===== src/rtl/assert_macros.svh =====
// ----------------------------------------------------------------------------
// assert_macros
// concurrent assertion macros shared by the encoder rtl
// ----------------------------------------------------------------------------
`ifndef ASSERT_MACROS_SVH
`define ASSERT_MACROS_SVH

`ifndef SYNTH
`define PPATE_ASSERT(lbl, clk, rstn, prop) \
    lbl: assert property (@(posedge clk) disable iff (!rstn) (prop)) \
        else $error("assertion failed");
`define PPATE_ASSERT_NEXT(lbl, clk, rstn, ante, cons) \
    lbl: assert property (@(posedge clk) disable iff (!rstn) (ante) |=> (cons)) \
        else $error("assertion failed");
`else
`define PPATE_ASSERT(lbl, clk, rstn, prop)
`define PPATE_ASSERT_NEXT(lbl, clk, rstn, ante, cons)
`endif

`endif


===== src/rtl/ppate_pkg.sv =====
// ----------------------------------------------------------------------------
// ppate_pkg
// types, token table and constants of the truecolor half-block encoder
// ----------------------------------------------------------------------------
`timescale 1ns / 1ps
`default_nettype none

package ppate_pkg;

    localparam int POS_W = 5;

    localparam logic [POS_W-1:0] POS_ESC    = 5'd0;
    localparam logic [POS_W-1:0] POS_GLYPH0 = 5'd24;
    localparam logic [POS_W-1:0] POS_GLYPH2 = 5'd26;
    localparam logic [POS_W-1:0] POS_NL     = 5'd27;

    localparam logic [7:0] ASCII_ZERO = 8'h30;

    typedef struct packed {
        logic [7:0] upper_red;
        logic [7:0] upper_green;
        logic [7:0] upper_blue;
        logic [7:0] upper_alpha;
        logic [7:0] lower_red;
        logic [7:0] lower_green;
        logic [7:0] lower_blue;
        logic [7:0] lower_alpha;
        logic       row_end;
        logic       frame_end;
    } ppate_in_t;

    typedef struct packed {
        logic [7:0] out_byte;
        logic       run_last;
    } ppate_out_t;

    typedef enum logic [1:0] {
        PLACE_HUND = 2'd0,
        PLACE_TENS = 2'd1,
        PLACE_ONES = 2'd2
    } place_t;

    typedef enum logic {
        TOK_LIT = 1'b0,
        TOK_NUM = 1'b1
    } tok_kind_t;

    typedef struct packed {
        tok_kind_t  kind;
        logic [7:0] lit;
        logic [2:0] chan;
    } tok_t;

    typedef struct packed {
        logic [3:0] digit;
        logic [6:0] rem;
        place_t     next_place;
        logic       done;
    } digit_res_t;

    function automatic tok_t tok_info(input logic [POS_W-1:0] pos);
        tok_t t;
        t.kind = TOK_LIT;
        t.lit  = 8'h00;
        t.chan = 3'd0;
        unique case (pos)
            5'd0:  t.lit = 8'h1B;
            5'd1:  t.lit = 8'h5B;
            5'd2:  t.lit = 8'h33;
            5'd3:  t.lit = 8'h38;
            5'd4:  t.lit = 8'h3B;
            5'd5:  t.lit = 8'h32;
            5'd6:  t.lit = 8'h3B;
            5'd7:  begin t.kind = TOK_NUM; t.chan = 3'd0; end
            5'd8:  t.lit = 8'h3B;
            5'd9:  begin t.kind = TOK_NUM; t.chan = 3'd1; end
            5'd10: t.lit = 8'h3B;
            5'd11: begin t.kind = TOK_NUM; t.chan = 3'd2; end
            5'd12: t.lit = 8'h3B;
            5'd13: t.lit = 8'h34;
            5'd14: t.lit = 8'h38;
            5'd15: t.lit = 8'h3B;
            5'd16: t.lit = 8'h32;
            5'd17: t.lit = 8'h3B;
            5'd18: begin t.kind = TOK_NUM; t.chan = 3'd4; end
            5'd19: t.lit = 8'h3B;
            5'd20: begin t.kind = TOK_NUM; t.chan = 3'd5; end
            5'd21: t.lit = 8'h3B;
            5'd22: begin t.kind = TOK_NUM; t.chan = 3'd6; end
            5'd23: t.lit = 8'h6D;
            5'd24: t.lit = 8'hE2;
            5'd25: t.lit = 8'h96;
            5'd26: t.lit = 8'h80;
            5'd27: t.lit = 8'h0A;
            default: t.lit = 8'h00;
        endcase
        return t;
    endfunction

endpackage

`default_nettype wire


===== src/rtl/pixel_pair_ansi_truecolor_encoder_unit.sv =====
// registered output; a new pair is accepted only after the current pair's last byte
// throughput: one byte per cycle unless m_ready stalls, 3 to 40 bytes per pair
// the byte sequencer walks a fixed token list and feeds one shared digit unit
// aresetn is synchronous active low: idle, no output, previous pair zero, row start set
// ----------------------------------------------------------------------------
// pixel_pair_ansi_truecolor_encoder_unit
// encodes vertical pixel pairs as truecolor escape runs and half-block glyphs
// ----------------------------------------------------------------------------
`timescale 1ns / 1ps
`default_nettype none

`include "assert_macros.svh"

module pixel_pair_ansi_truecolor_encoder_unit
    import ppate_pkg::*;
(
    input  wire logic aclk,
    input  wire logic aresetn,
    input  wire logic s_valid,
    output logic      s_ready,
    input  wire ppate_in_t s_payload,
    output logic      m_valid,
    input  wire logic m_ready,
    output ppate_out_t m_payload
);

    typedef enum logic [1:0] {
        ST_IDLE = 2'b01,
        ST_EMIT = 2'b10
    } state_t;

    state_t           state_reg, state_next;
    logic [63:0]      pair_reg, pair_next;
    logic             row_start_reg, row_start_next;
    logic             nl_reg, nl_next;
    logic [POS_W-1:0] pos_reg, pos_next;
    place_t           place_reg, place_next;
    logic [6:0]       rem_reg, rem_next;
    logic             m_valid_reg, m_valid_next;
    ppate_out_t       m_payload_reg, m_payload_next;

    logic       s_fire;
    logic       advance;
    logic       esc_need;
    logic [63:0] in_pair;
    tok_t       tok;
    logic [7:0] chan_val;
    logic [7:0] digit_in;
    digit_res_t dres;
    logic       last_byte;

    assign in_pair = {s_payload.lower_alpha, s_payload.lower_blue, s_payload.lower_green,
                      s_payload.lower_red, s_payload.upper_alpha, s_payload.upper_blue,
                      s_payload.upper_green, s_payload.upper_red};

    assign s_ready  = (state_reg == ST_IDLE);
    assign s_fire   = s_valid && s_ready;
    assign esc_need = row_start_reg || (in_pair != pair_reg);
    assign advance  = !m_valid_reg || m_ready;

    assign tok = tok_info(pos_reg);

    always_comb begin
        unique case (tok.chan)
            3'd0:    chan_val = pair_reg[7:0];
            3'd1:    chan_val = pair_reg[15:8];
            3'd2:    chan_val = pair_reg[23:16];
            3'd3:    chan_val = pair_reg[31:24];
            3'd4:    chan_val = pair_reg[39:32];
            3'd5:    chan_val = pair_reg[47:40];
            3'd6:    chan_val = pair_reg[55:48];
            default: chan_val = pair_reg[63:56];
        endcase
    end

    assign digit_in = (place_reg == PLACE_HUND) ? chan_val : {1'b0, rem_reg};

    ppate_digit u_digit (
        .val   (digit_in),
        .place (place_reg),
        .res   (dres)
    );

    assign last_byte = (pos_reg == POS_NL) || (pos_reg == POS_GLYPH2 && !nl_reg);

    always_comb begin
        state_next     = state_reg;
        pair_next      = pair_reg;
        row_start_next = row_start_reg;
        nl_next        = nl_reg;
        pos_next       = pos_reg;
        place_next     = place_reg;
        rem_next       = rem_reg;
        m_valid_next   = m_valid_reg;
        m_payload_next = m_payload_reg;

        if (m_valid_reg && m_ready) begin
            m_valid_next = 1'b0;
        end

        unique case (state_reg)
            ST_IDLE: begin
                if (s_fire) begin
                    state_next     = ST_EMIT;
                    pair_next      = in_pair;
                    row_start_next = s_payload.row_end || s_payload.frame_end;
                    nl_next        = s_payload.row_end && !s_payload.frame_end;
                    pos_next       = esc_need ? POS_ESC : POS_GLYPH0;
                    place_next     = PLACE_HUND;
                end
            end
            ST_EMIT: begin
                if (advance) begin
                    m_valid_next            = 1'b1;
                    m_payload_next.run_last = last_byte;
                    if (tok.kind == TOK_NUM) begin
                        m_payload_next.out_byte = ASCII_ZERO + 8'(dres.digit);
                        place_next              = dres.next_place;
                        rem_next                = dres.rem;
                        if (dres.done) begin
                            pos_next = pos_reg + 5'd1;
                        end
                    end else begin
                        m_payload_next.out_byte = tok.lit;
                        place_next              = PLACE_HUND;
                        pos_next                = pos_reg + 5'd1;
                    end
                    if (last_byte) begin
                        state_next = ST_IDLE;
                    end
                end
            end
            default: state_next = ST_IDLE;
        endcase
    end

    always_ff @(posedge aclk) begin
        if (!aresetn) begin
            state_reg     <= ST_IDLE;
            pair_reg      <= '0;
            row_start_reg <= 1'b1;
            m_valid_reg   <= 1'b0;
            pos_reg       <= POS_ESC;
            place_reg     <= PLACE_HUND;
        end else begin
            state_reg     <= state_next;
            pair_reg      <= pair_next;
            row_start_reg <= row_start_next;
            m_valid_reg   <= m_valid_next;
            pos_reg       <= pos_next;
            place_reg     <= place_next;
        end
    end

    always_ff @(posedge aclk) begin
        nl_reg        <= nl_next;
        rem_reg       <= rem_next;
        m_payload_reg <= m_payload_next;
    end

    assign m_valid   = m_valid_reg;
    assign m_payload = m_payload_reg;

    `PPATE_ASSERT(a_pos_range, aclk, aresetn, state_reg != ST_EMIT || pos_reg <= POS_NL)
    `PPATE_ASSERT_NEXT(a_last_to_idle, aclk, aresetn, state_reg == ST_EMIT && advance && last_byte, state_reg == ST_IDLE && m_valid && m_payload.run_last)
    `PPATE_ASSERT_NEXT(a_skip_escape, aclk, aresetn, s_fire && !esc_need, pos_reg == POS_GLYPH0)
    `PPATE_ASSERT_NEXT(a_frame_row_start, aclk, aresetn, s_fire && s_payload.frame_end, row_start_reg && !nl_reg)

endmodule

`default_nettype wire


===== src/rtl/ppate_digit.sv =====
// ----------------------------------------------------------------------------
// ppate_digit
// shared decimal digit unit: one digit per step, leading zeros skipped
// ----------------------------------------------------------------------------
`timescale 1ns / 1ps
`default_nettype none

module ppate_digit
    import ppate_pkg::*;
(
    input  wire logic [7:0] val,
    input  wire place_t     place,
    output digit_res_t      res
);

    logic [1:0]  hund;
    logic [7:0]  hund_sub;
    logic [7:0]  hund_rem;
    logic [6:0]  low7;
    logic [14:0] prod;
    logic [3:0]  tens;
    logic [6:0]  tens_sub;

    always_comb begin
        if (val >= 8'd200) begin
            hund     = 2'd2;
            hund_sub = 8'd200;
        end else if (val >= 8'd100) begin
            hund     = 2'd1;
            hund_sub = 8'd100;
        end else begin
            hund     = 2'd0;
            hund_sub = 8'd0;
        end
        hund_rem = val - hund_sub;
    end

    // divide by ten via reciprocal, exact below one hundred
    assign low7     = val[6:0];
    assign prod     = 15'(low7) * 15'd205;
    assign tens     = prod[14:11];
    assign tens_sub = 7'(tens) * 7'd10;

    always_comb begin
        res = '0;
        priority if (place == PLACE_HUND && val >= 8'd100) begin
            res.digit      = {2'b00, hund};
            res.rem        = hund_rem[6:0];
            res.next_place = PLACE_TENS;
            res.done       = 1'b0;
        end else if (place == PLACE_TENS || (place == PLACE_HUND && val >= 8'd10)) begin
            res.digit      = tens;
            res.rem        = low7 - tens_sub;
            res.next_place = PLACE_ONES;
            res.done       = 1'b0;
        end else begin
            res.digit      = val[3:0];
            res.rem        = 7'd0;
            res.next_place = PLACE_HUND;
            res.done       = 1'b1;
        end
    end

endmodule

`default_nettype wire


===== config.mk =====
export PLATFORM = sky130hd
export DESIGN_NAME = pixel_pair_ansi_truecolor_encoder_unit
export DESIGN_NICKNAME = d
export VERILOG_FILES = /design/src/rtl/ppate_pkg.sv /design/src/rtl/pixel_pair_ansi_truecolor_encoder_unit.sv /design/src/rtl/ppate_digit.sv
export VERILOG_INCLUDE_DIRS = /design/src /design/src/rtl
export SDC_FILE = /design/constraint.sdc
export NUM_CORES = 1
export LEC_CHECK = 0
export BUFFER_PORTS_ARGS = -buffer_cell sky130_fd_sc_hd__buf_2
export CAP_MARGIN = 0
export CORE_MARGIN = 4
export CORE_UTILIZATION = 40
export CTS_CLUSTER_DIAMETER = 120
export CTS_CLUSTER_SIZE = 14
export DETAILED_ROUTE_END_ITERATION = 16
export HOLD_SLACK_MARGIN = 0.05
export SLEW_MARGIN = 20
export SYNTH_ARGS = -nofsm -noshare
export SYNTH_HDL_FRONTEND = slang
export SYNTH_SLANG_ARGS = --single-unit

===== constraint.sdc =====
create_clock -name aclk -period 24.7 [get_ports aclk]
set_clock_uncertainty 0.1 [all_clocks]
set_input_delay 3.705 -clock aclk [delete_from_list [all_inputs] [get_ports aclk]]
set_output_delay 3.705 -clock aclk [all_outputs]
set_load 0.02 [all_outputs]

==> results of run 1 <==
==> cell families after synthesis <==
family                     after synthesis  share of synthesized area (%)
DFF                                     92                           28.3
and+or+nand+nor                        301                           20.3
muxes                                    6                          0.881
adders and majority gates               68                           13.1
xor gates and xnor gates                77                           9.50
AOI/OAI and AO/OA                      217                           22.5
buffers and inverters                   87                           5.27
==> Yosys cell counts, types with 3 or more instances <==
master	number	area, sq um
o21ai_1	3	15.0
or2_2	3	18.8
nand2b_1	6	37.5
nor4_1	9	56.3
o211ai_1	3	22.5
edfxtp_1	17	510
nand2_1	165	619
o221ai_1	4	35.0
nor3_1	11	55.1
nor2_1	30	113
inv_1	42	158
buf_4	3	22.5
a22oi_1	3	22.5
nand3_1	20	100
a31oi_1	9	56.3
ha_1	57	713
fa_1	11	220
and2_1	4	25.0
a21o_1	12	90.1
and3_1	7	43.8
buf_1	3	11.3
or3_1	6	37.5
o31ai_1	5	37.5
o21ai_0	26	130
and3b_1	3	26.3
buf_6	4	45.0
a21boi_0	68	510
o22ai_1	7	43.8
nand4_1	15	93.8
a211oi_1	4	30.0
clkbuf_1	29	109
dfxtp_1	75	1500
buf_2	5	25.0
a21oi_1	32	160
nor2b_1	6	37.5
xnor2_1	53	464
xor2_1	24	210
mux2i_1	4	40.0
==> metal layers <==
| layer | up-vias | share of wire (%) |
|---|---|---|
| met5 | - | 0 |
| met4 | 0 | 1.6 |
| met3 | 18 | 6.0 |
| met2 | 184 | 44 |
| met1 | 2973 | 49 |
| li1 | 3091 | - |
==> final timing paths <==
path | end | slack (ps) | cells after the start
min | pair_reg[2] | 400 | 2
max reg2reg | rem_reg[6] | 15770 | 31
max | rem_reg[6] | 15770 | 31
min reg2reg | pair_reg[2] | 400 | 2
==> worst register-to-register path: cells and delay by family, from the launching register on <==
| kind | cells | cell delay [ps] |
|---|---|---|
| simple gates | 2 | 950 |
| xor+xnor | 4 | 710 |
| buf+inv | 4 | 230 |
| compound gates | 12 | 2560 |
| fa+ha+maj | 9 | 3100 |
| flops | 1 | 1030 |
==> metrics by stage <==
| step | total power [uW] | utilization (%) | worst slack, ps | hold slack [ps] | cell area, sq um |
|---|---|---|---|---|---|
| floorplan | 241 | - | 16920 | 364 | 7100 |
| detailed placement | 271 | 43.9 | 15800 | 394 | 7620 |
| global placement | 271 | 43.9 | 15950 | 379 | 7620 |
| CTS | 402 | 45.5 | 15800 | 405 | 7890 |
| global route | 421 | 45.5 | 15220 | 427 | 7890 |
| finish | 399 | 45.5 | 15770 | 399 | 7890 |
==> final cells by class <==
cell class	count	area, sq um
sequential	92	2010
inverter	43	161
timing repair buffer	87	453
clock buffer	10	229
tap	225	282
fill	1772	9460
multi-input combinational	669	4720
clock inverter	5	40.0
==> power breakdown <==
group          switching, uW  internal [uW]  leakage, uW  total (uW)
clock network           62.6           68.4     0.000126         131
logic                   53.7           42.5      0.00236        96.2
registers               10.3            161     0.000771         172
total                    127            272      0.00325         399
==> layout by cell type (no fill, tap or decap), drive strengths merged, types with 24 or more instances in the layout <==
master	instances
xnor2	53
a21boi	68
dfxtp	75
buf	87
ha	57
xor2	24
nand2	166
nor2	31
a21oi	33
o21ai	30
inv	44
==> summary.txt, run 1 <==
Run status
  • Status: complete, no violations

Synthesis
  • Synth Warn #: 0
  • Post-synthesis cell area: 7100 sq um
  • Syn Nets: 986
  • Register area share after synthesis: 28.3%
  • Synthesized area per cell: 8.37 sq um
  • Synth Register Bits: 92
  • Synthesized instance count: 848
  • Post-synth cell types: 84
  • Most used DFF post-synth: dfxtp_1
  • Post-synth EDFFs: 17
  • Share of flip-flops with an asynchronous set or reset: 0%

Setup path
  • Crit path top cell by count: ha_1
  • Setup crit start kind: flip-flop
  • CP required: 24720 ps
  • CP arrival: 8940 ps
  • Crit path capture type: flip-flop
  • Crit-path slowest cell: dfxtp_1
  • Largest fanout on the critical path: 35
  • Crit-path max cell delay: 1030 ps
  • Critical path startpoint: pos_reg[2]
  • Critical path type: reg2reg
  • Crit path buffers/inverters: 4
  • CP delay by family, top: adder cells
  • R2r startpoint: pos_reg[2]

Final layout
  • Layout Cells excl Fill: 1131
  • Max FFs per register: 64
  • Synth-to-Final Area Change: 11.2%
  • Layout cells sized above 1: 14.3%
  • Final nets: 1040
  • Antenna cells: 0

Route
  • Drt initial violations: 611
  • Total Wirelength: 20.7 mm
  • Detail Route Antenna Nets: 0
  • Residual DRC count: 0
  • Routed vias: 6266
  • DR vias/cell: 5.54
  • Wire per inst: 18.3 um
  • DRT Pass-1 Iters: 5

CTS
  • Setup bufs post-CTS: 0
  • CTS Hold Bufs: 0
  • CTS Buf Count: 9
  • Post-CTS sizing: 0
  • Clock Tree Root: clkbuf_16
  • Clk pin slew, worst setup/hold paths: 70 ps
  • Clk_lat worst skew: 360 ps
  • H-tree lvl count: 3
  • Clock Tree Buf Depth: 2
  • CTS Sinks: 92
  • CTS tree: yes

Global routing
  • GRT Overall Usage: 20.8%
  • Vias in the first global route: 5751
  • Largest net degree at the start of global routing: 77
  • Met1 Usage GRT: 30.9%
  • GR Util met3: 2.65%
  • Most Crowded Layer GR: met2
  • First-pass GRT wire length: 32.4 mm
  • M2 GR Usage: 31.3%
  • Total global routing overflow: 0
  • Number of antenna violations at the first check in global routing: 0

Timing
  • Worst slew pin tran: 1070 ps
  • Fin. Hold Viols: 0
  • Pins Over Slew Limit: 0
  • Crit share post-route: 36.1%
  • RSZ-0062 raised after global routing: no
  • Fmax: 112 MHz
  • Tmin final: 8930 ps
  • Setup TNS: 0 ps
  • Finish-stage setup viols: 0
  • Worst slew margin: 28.5%

Die
  • Std cell rows: 48
  • Die W: 141 um
  • I/O Pins: 81
  • Initial Utilization: 40.9%
  • Chip height: 141 um
  • Core Region: 17400 sq um
  • Die area: 19900 sq um

Place
  • GPL Wtd Cong: 0.946
  • DP Wirelength: 15.9 mm
  • Port buffer count: 80
  • Post-Place Cells: 1116

Power
  • Leakage power: 0.00325 uW
  • PD cells: 50.5 nW/um^2
  • Worst IR drop on VDD: 35.0 uV

Flow run
  • MaxCap Viol Count: 0

Min path
  • Worst hold path type: reg2reg
  • Hold Path Origin: pair_reg[2]
No activity file was read; power rests on OpenSTA's default activity.
==> inputs of run 2 (changes only) <==
--- a/config.mk
+++ b/config.mk
@@ -6,6 +6,7 @@
 export SDC_FILE = /design/constraint.sdc
 export NUM_CORES = 1
 export LEC_CHECK = 0
+export ABC_AREA = 1
 export BUFFER_PORTS_ARGS = -buffer_cell sky130_fd_sc_hd__buf_2
 export CAP_MARGIN = 0
 export CORE_MARGIN = 4
==> constraint.sdc (replaced) <==
create_clock -name aclk -period 8.9 [get_ports aclk]
set_clock_uncertainty 0.1 [all_clocks]
set_input_delay 1.335 -clock aclk [delete_from_list [all_inputs] [get_ports aclk]]
set_output_delay 1.335 -clock aclk [all_outputs]
set_load 0.02 [all_outputs]
==> run 2 against run 1 <==
Critical path depth grew 6. First-iteration DRC count shrank 32%. Final cell count grew 11%. Routed wire length shrank 6.6%. Sequential share of layout area grew 0.16 points. Non-clock buffer count shrank 4. Sequential power grew to 2.8 times the previous value. Fmax grew 11%. Critical endpoint unchanged. Largest power group is now combinational cells. Highest routed layer unchanged.
==> summary.txt, run 2 <==
Synthesis
  • Area leader, netlist: dfxtp_1
  • Share of flip-flops with an asynchronous set or reset: 0%
  • Count leader, synth: nand2_1
  • Synth Warn #: 0
  • Syn Nets: 1104
  • Synthesized area per cell: 7.17 sq um
  • Synthesized instance count: 966
  • Register area share after synthesis: 29.0%
  • Post-synthesis cell area: 6930 sq um
  • Most frequent cells after synthesis: 208 x nand2_1, 117 x inv_1, 95 x a21oi_1, 75 x dfxtp_1, 63 x o21ai_0
  • Most used DFF post-synth: dfxtp_1
  • Post-synth EDFFs: 17
  • Synth area leaders: dfxtp_1 22%, nand2_1 11%, ha_1 10%, edfxtp_1 7.4%, a21oi_1 6.9%
  • Post-synth cell types: 47
  • Synth Register Bits: 92
  • Share of the synthesized area in the top cell type: 21.7%

Route
  • DRT Pass-1 Iters: 5
  • Total Wirelength: 19.4 mm
  • Drt initial violations: 413
  • DR vias/cell: 5.11
  • Wire per inst: 15.4 um
  • Residual DRC count: 0
  • Routed vias: 6433
  • Detail Route Antenna Nets: 0

CTS
  • Clk pin slew, worst setup/hold paths: 60 ps
  • CTS tree: yes
  • CTS Buf Count: 9
  • CTS Sinks: 92
  • Clk_lat worst skew: 350 ps
  • CTS Hold Bufs: 0
  • H-tree lvl count: 3
  • Clock Tree Root: clkbuf_16
  • Clock Tree Buf Depth: 2

Place
  • GPL Wtd Cong: 0.918
  • Port buffer count: 80
  • Post-DP Area: 7510 sq um
  • DP Wirelength: 14.9 mm
  • Post-Place Cells: 1242

Final layout
  • Layout cells sized above 1: 15.3%
  • Antenna cells: 0
  • # fillers: 1757
  • Synth-to-Final Area Change: 13.2%
  • Commonest non-fill, non-tap cell in the layout: nand2_1
  • Final nets: 1171
  • Most frequent cells in the layout: 207 x nand2_1, 116 x inv_1, 95 x a21oi_1
  • Final instance area: 7840 sq um
  • Max FFs per register: 64
  • Layout Cells excl Fill: 1258

Setup path
  • R2r startpoint: pos_reg[0]
  • Reg-to-reg endpoint: rem_reg[6]
  • CP arrival: 8040 ps
  • R2R depth: 37
  • Crit-path slowest cell: or4_1
  • Setup crit start kind: flip-flop
  • Crit-path max cell delay: 470 ps
  • Critical path type: reg2reg
  • R2r setup slk: 850 ps
  • Largest fanout on the critical path: 24
  • Crit path top cell by count: ha_1
  • CP required: 8890 ps
  • Crit path capture type: flip-flop

Die
  • Die W: 140 um
  • Core Region: 16800 sq um
  • Die area: 19500 sq um
  • Initial Utilization: 41.3%
  • Chip height: 140 um
  • Std cell rows: 47
  • I/O Pins: 81

Power
  • Leakage power: 0.00365 uW
  • Pwr Total: 1420 uW
  • PD cells: 181 nW/um^2
  • Worst IR drop on VDD: 114 uV

Timing
  • Pins Over Slew Limit: 0
  • Worst slew pin tran: 994 ps
  • Finish-stage setup viols: 0
  • RSZ-0062 raised after global routing: no
  • Fmax: 124 MHz
  • Crit share post-route: 90.4%
  • Worst slew margin: 33.8%
  • Setup TNS: 0 ps
  • Tmin final: 8050 ps
  • Fin. Hold Viols: 0

Global routing
  • GRT Overall Usage: 19.9%
  • Largest net degree at the start of global routing: 104
  • M2 GR Usage: 32.8%
  • Total global routing overflow: 0
  • GR Util met3: 3.70%
  • Most Crowded Layer GR: met2
  • First-pass GRT wire length: 31.5 mm
  • Vias in the first global route: 6120
  • Number of antenna violations at the first check in global routing: 0
  • Met1 Usage GRT: 27.2%

Min path
  • Hold Path Origin: place_reg[1]
  • End point of the worst hold path: place_reg[1]
  • Worst hold path type: reg2reg
  • Hold depth: 2

Run status
  • Status: complete, no violations

Flow run
  • MaxCap Viol Count: 0
## run 2: changes by cell type after synthesis, sizes merged, moves of 7 or more
| cell | previous run | this run |
|---|---|---|
| a21boi | 68 | 2 |
| a21o | 12 | 0 |
| a21oi | 33 | 96 |
| a31oi | 10 | 3 |
| buf | 15 | 4 |
| inv | 43 | 124 |
| nand2 | 166 | 225 |
| nand3 | 20 | 64 |
| nor2 | 31 | 64 |
| o21ai | 30 | 69 |
| or2 | 3 | 14 |
| xnor2 | 53 | 35 |
## run 2: worst max path at each step
| stage | startpoint | to | slack, ps |
|---|---|---|---|
| 3_5_place_dp | pos_reg[0] | rem_reg[6] | 530 |
| 4_1_cts | pos_reg[0] | rem_reg[6] | 510 |
| 5_1_grt | pos_reg[0] | rem_reg[6] | 30 |
| 6_report | pos_reg[0] | rem_reg[6] | 850 |
| 3_3_place_gp | pos_reg[0] | rem_reg[6] | 830 |
| 2_1_floorplan | pos_reg[0] | rem_reg[6] | 1450 |
## run 2: power by group
group	switching, uW	total [uW]	internal, uW	leakage, uW
Combinational	324	523	199	0.00272
Sequential	23.3	484	460	0.000773
Clock	173	415	243	0.000160
## run 2: per-layer routing
layer,vias up,wire [um]
met1,2960,9160
met3,19,891
met5,-,0
met4,0,268
li1,3312,-
met2,142,9030
## run 2: repair_timing
action,4_1_cts,5_1_grt
endpoints found under the setup margin,0,1
gates resized for setup,0,3
setup buffers,0,0
hold endpoints to repair,0,0
## run 2: critical path: cells and delay by family, from the launching register on
family	cells	cell delay [ps]
XOR/XNOR	2	380
AND/OR/NAND/NOR	12	1710
adder cells (fa/ha/maj)	10	3190
flip-flops	1	390
AO/OA/AOI/OAI	7	1330
buffers and inverters	6	660
## run 2: stage by stage
| step | setup slack, ps | util, % | hold slack [ps] |
|---|---|---|---|
| after detailed placement | 527 | 44.8 | 378 |
| after global routing | 33.5 | 46.8 | 411 |
| final | 853 | 46.8 | 388 |
| after floorplan | 1450 | - | 342 |
| after CTS | 510 | 46.7 | 387 |
| after global placement | 835 | 44.8 | 375 |
## run 2: cells by family (layout without fill, tap and decap cells)
group / after synthesis / count (layout) / synth area share [%]
buffers and inverters: 155 / 227 / 8.65
AND/OR/NAND/NOR: 406 / 406 / 27.2
flip-flops: 92 / 92 / 29.0
XOR/XNOR: 57 / 57 / 7.20
AO/OA/AOI/OAI: 188 / 188 / 14.5
adder cells (fa/ha/maj): 68 / 68 / 13.5
## run 2: cell type report
| cell class | instances | area (sq um) | share of cell area, % |
|---|---|---|---|
| Inverter | 128 | 482 | 6.14 |
| Clock inverter | 4 | 53.8 | 0.686 |
| Multi-Input combinational cell | 719 | 4330 | 55.2 |
| Timing Repair Buffer | 83 | 423 | 5.39 |
| Sequential cell | 92 | 2010 | 25.7 |
| Clock buffer | 12 | 267 | 3.40 |
| Tap cell | 220 | 275 | 3.51 |
